`src/hw/rtl/ctt_ram.sv`:
```
// Generic single-write, single-read synchronous RAM with registered read.
// Stand-alone, no package dependency.
`timescale 1ns / 1ps

module ctt_ram #(
  parameter int WIDTH = 8,
  parameter int DEPTH = 64
) (
  input  logic                     clk,
  input  logic                     wr_en,
  input  logic [$clog2(DEPTH)-1:0] wr_addr,
  input  logic [WIDTH-1:0]         wr_data,
  input  logic                     rd_en,
  input  logic [$clog2(DEPTH)-1:0] rd_addr,
  output logic [WIDTH-1:0]         rd_data
);

  logic [WIDTH-1:0] mem [DEPTH];

  // Write port
  always_ff @(posedge clk) begin
    if (wr_en) begin
      mem[wr_addr] <= wr_data;
    end
  end

  // Registered read port
  always_ff @(posedge clk) begin
    if (rd_en) begin
      rd_data <= mem[rd_addr];
    end
  end

endmodule

```
`config.mk`:
```
export PLATFORM = sky130hd
export DESIGN_NAME = ctt_ram
export DESIGN_NICKNAME = d
export VERILOG_FILES = /design/src/hw/rtl/ctt_ram.sv
export SDC_FILE = /design/constraint.sdc
export NUM_CORES = 1
export LEC_CHECK = 0
export ABC_AREA = 1
export BUFFER_PORTS_ARGS = -buffer_cell sky130_fd_sc_hd__buf_2
export CORE_ASPECT_RATIO = 0.9
export CORE_MARGIN = 4
export CORE_UTILIZATION = 25
export DETAILED_ROUTE_END_ITERATION = 8
export PLACE_DENSITY = 0.4
export SLEW_MARGIN = 20
export SYNTH_ARGS = -nofsm -noshare
export SYNTH_HDL_FRONTEND = slang
export SYNTH_SLANG_ARGS = --single-unit
```
`constraint.sdc`:
```
create_clock -name clk -period 1.61 [get_ports clk]
set_input_delay 0 -clock clk [delete_from_list [all_inputs] [get_ports clk]]
set_output_delay 0 -clock clk [all_outputs]
set_load 0.01 [all_outputs]
```
Word-level counts from Yosys, hierarchy flattened:

Memory sizes are Yosys's and may differ from the RTL's. A register that Yosys moved wholly into a read port is not among the register bits.
Cells that the tools add are included.

* memories: 1
* output and inout bits: 8
* input port bits: 23
* bits in registers: 0
* memory bits (writable): 512
* word-level logic and storage cells: 3

* mux-type cells: 2

Memories
* mem: depth 64, bits a word 8, rd ports 1, clocked after Yosys merged registers in 1, write ports 1, line 18 `logic [WIDTH-1:0] mem [DEPTH];`

Operator list (count)
* $mux W1: 2

Longest topological paths before layout:

* word-level depth: 2
* depth in mapped cells: 12
* gate-level depth less buffers: 9

Worst setup path before layout:

OpenSTA, ideal clock, no wires.

* path type: input -> register
* start point: in wr_en
* end point: mem mem[48][0] (enable)
* buffers on the path: 1
* stages on the path: 3
* arrival time: 1371 ps
* data required time: 1215 ps
* setup time: 395 ps
* slack: -156 ps
* path through: clkbuf_1 nand4_1 nor4_1

* word-level cells in the longest chain between the ends: 2

Ends and longest elaborated chain
* start, declared: line 10 `input logic wr_en,`
* $mux W1: line 22 `if (wr_en) begin`
* $mux W1 (not written as such): line 23 `mem[wr_addr] <= wr_data;`
* end, declared: line 18

No other way between the ends.

==> flow_metrics.env <==
export IMPL_ys_warn_count=0
export IMPL_antenna_found_initial=7
export IMPL_rows=101
export IMPL_dp_hpwl_um=40800
export IMPL_wl_um=65500
export IMPL_via_per_inst=4.53
export IMPL_port_buffers=30
export IMPL_max_freq_mhz=631
export IMPL_synth_cells=1805
export IMPL_drc=0
export IMPL_power_density_nw_per_um2=1140
export IMPL_syn_area_per_cell_um2=11.9
export IMPL_holdPathStages=4
export IMPL_fp_dieH_um=286
export IMPL_clock_sinks=520
export IMPL_fillCellCount=8698
export IMPL_antenna_left=0
export IMPL_path_clk_slew_ns=0.06
export IMPL_die_area_um2=90400
export IMPL_drive_above_1_share_pct=12.8
export IMPL_grt_pass1_wl_um=96600
export IMPL_dr_pass1_iters=5
export IMPL_p_int_mw=22.5
export IMPL_finalNonFillerCells=3116
export IMPL_worst_setup_path_end_kind="register"
export IMPL_layout_commonest_cell="nand2_1"
export IMPL_setup_tns_final_ns=0
export IMPL_cts_setup_buffers=0
export IMPL_cts_tree="built"
export IMPL_cap_violations=0
export IMPL_start_kind="register"
export IMPL_finalWorstSetupSlack_ns=0.0255
export IMPL_start_util_pct=25.3
export IMPL_rsz0062_at_grt="false"
export IMPL_placed_cell_area_um2=23800
export IMPL_p_clk_share_pct=41.2
export IMPL_maxSlewViolCount=0
export IMPL_period_share_pct=98.4
export IMPL_r2r_cells=8
export IMPL_synth_distinct_cells=15
export IMPL_routedWlPerCell_um=21.0
export IMPL_grt_max_degree=65
export IMPL_swShare_pct=22.9
export IMPL_setup_viol=0
export IMPL_gp_congestion=0.798
export IMPL_cp_arrival_ns=1.94
export IMPL_critical_path_class="reg -> reg"
export IMPL_core_um2=84700
export IMPL_ys_ff_latch=520
export IMPL_grt_pass1_vias=14000
export IMPL_max_vdd_ir_drop_mv=0.676
export IMPL_ys_seq_area_share_pct=72.9
export IMPL_clk_insertion_delay_late_ns=0.60
export IMPL_cts_buffers=56
export IMPL_drt_iter0_markers=1400
export IMPL_hold_violations=0
export IMPL_most_common_layout_cells="648 x nand2_1, 520 x edfxtp_1, 438 x nand3_1"
export IMPL_clock_skew_ns=0.0113
export IMPL_final_area_um2=25600
export IMPL_cts_buffer_depth=3
export IMPL_grt_overflow_total=0
export IMPL_io_pins=31
export IMPL_status="finished, final reports clean"
export IMPL_syn_to_final_growth_pct=19.4
export IMPL_relSlewSlack_pct=64.2
export IMPL_power_frac_seq_pct=51.6
export IMPL_nets=1967
export IMPL_via_count=14100
export IMPL_crit_required_ns=1.96
export IMPL_ctsHtreeMaxLevel=2
export IMPL_netlist_area_um2=21400
export IMPL_root_buffer="clkbuf_16"
export IMPL_die_w_um=317
export IMPL_hp_class="in -> reg"
export IMPL_dp_slack_ns=-0.196
export IMPL_cp_slowest_cell="edfxtp_1"
export IMPL_grt_usage_pct=14.4
export IMPL_switchingPower_mw=6.70
export IMPL_path_max_fanout=1
export IMPL_layout_min_cycle_time_ns=1.58
export IMPL_syn_nets=1828
export IMPL_placed_cells=3007
export IMPL_cp_slowest_stage_delay_ns=0.37
export IMPL_comb_power_share_pct=7.2
export IMPL_tightest_slew_ns=0.537
export IMPL_power_leakage_nw=9.18
export IMPL_cp_cell_sequence="nand2_1 > nand3_1 > nand3_1 > nand2_1 > nand2_1 > nand3_1 > nand3_1 > nand2_1"
## registers in the layout, indices dropped and copies added (netlist names)
name     cells
mem        512
rd_data      8
## layout make-up
| type | count | area (um^2) | area share [%] |
|---|---|---|---|
| Antenna cell | 1 | 2.50 | 0.00978 |
| Clock buffer | 69 | 1470 | 5.75 |
| Clock inverter | 27 | 189 | 0.739 |
| Inverter | 12 | 55.1 | 0.215 |
| Multi-Input combinational cell | 1160 | 4950 | 19.4 |
| Sequential cell | 520 | 15600 | 61.1 |
| Tap cell | 1133 | 1420 | 5.54 |
| Timing Repair Buffer | 194 | 1870 | 7.32 |
## power groups by stage
stage	combinational, mW	clock [mW]	sequential (mW)
after CTS	2.14	12.4	15.1
after global placement	2.12	0	15.4
after detailed placement	2.12	0	15.4
final	2.10	12.1	15.1
after floorplan	1.05	0	15.3
after global routing	2.32	13.0	15.1
## metrics by stage
| step | utilization, % | hold slack, ns | power (mW) |
|---|---|---|---|
| after floorplan | - | 0.0989 | 16.4 |
| after global placement | 28.1 | 0.432 | 17.5 |
| after detailed placement | 28.1 | 0.429 | 17.5 |
| after CTS | 30.2 | 0.0314 | 29.7 |
| after global routing | 30.2 | 0.0662 | 30.3 |
| final | 30.2 | 0.0756 | 29.2 |
## cells by family after synthesis
logic type | after synthesis | share of synthesized area (%)
simple gates | 1160 | 23.1
flops | 520 | 72.9
buf+inv | 125 | 4.01
## worst paths after layout
path                    from  slack (ns)          to
setup / recovery  mem[59][2]        0.03  rd_data[2]
hold / removal    wr_addr[0]        0.08  mem[52][5]
setup reg to reg  mem[59][2]        0.03  rd_data[2]
hold reg to reg    mem[6][2]        0.92  rd_data[2]
## synthesized netlist by cell type
library cell / n / area share, %
buf_2: 37 / 0.86
nand2_1: 648 / 11
buf_8: 2 / 0.14
edfxtp_1: 520 / 73
buf_1: 10 / 0.18
inv_1: 10 / 0.18
buf_6: 35 / 1.8
nand3_1: 439 / 10
buf_4: 14 / 0.49
nor2_1: 56 / 0.98
nor4_1: 8 / 0.23
inv_6: 1 / 0.041
inv_2: 1 / 0.018
clkbuf_1: 15 / 0.26
nand4_1: 9 / 0.26
## metal layers
layer / track usage, % / share of wire (%)
met1: 21.7 / 48
met2: 21.3 / 43
met3: 2.93 / 6.5
met4: 2.88 / 1.8
met5: 0 / 0.018
## worst max-delay path: cells and delay by family (launching register included)
| kind | cells | cell delay, ns |
|---|---|---|
| flops | 1 | 0.37 |
| simple gates | 8 | 0.95 |
## timing repair
item | in CTS | in global routing
setup endpoints to repair | 0 | 1
hold endpoints to repair | 301 | 0
hold buffers | 12 | 0
resized for setup | 0 | 1
Note: power is estimated with default switching activity, not from simulation.
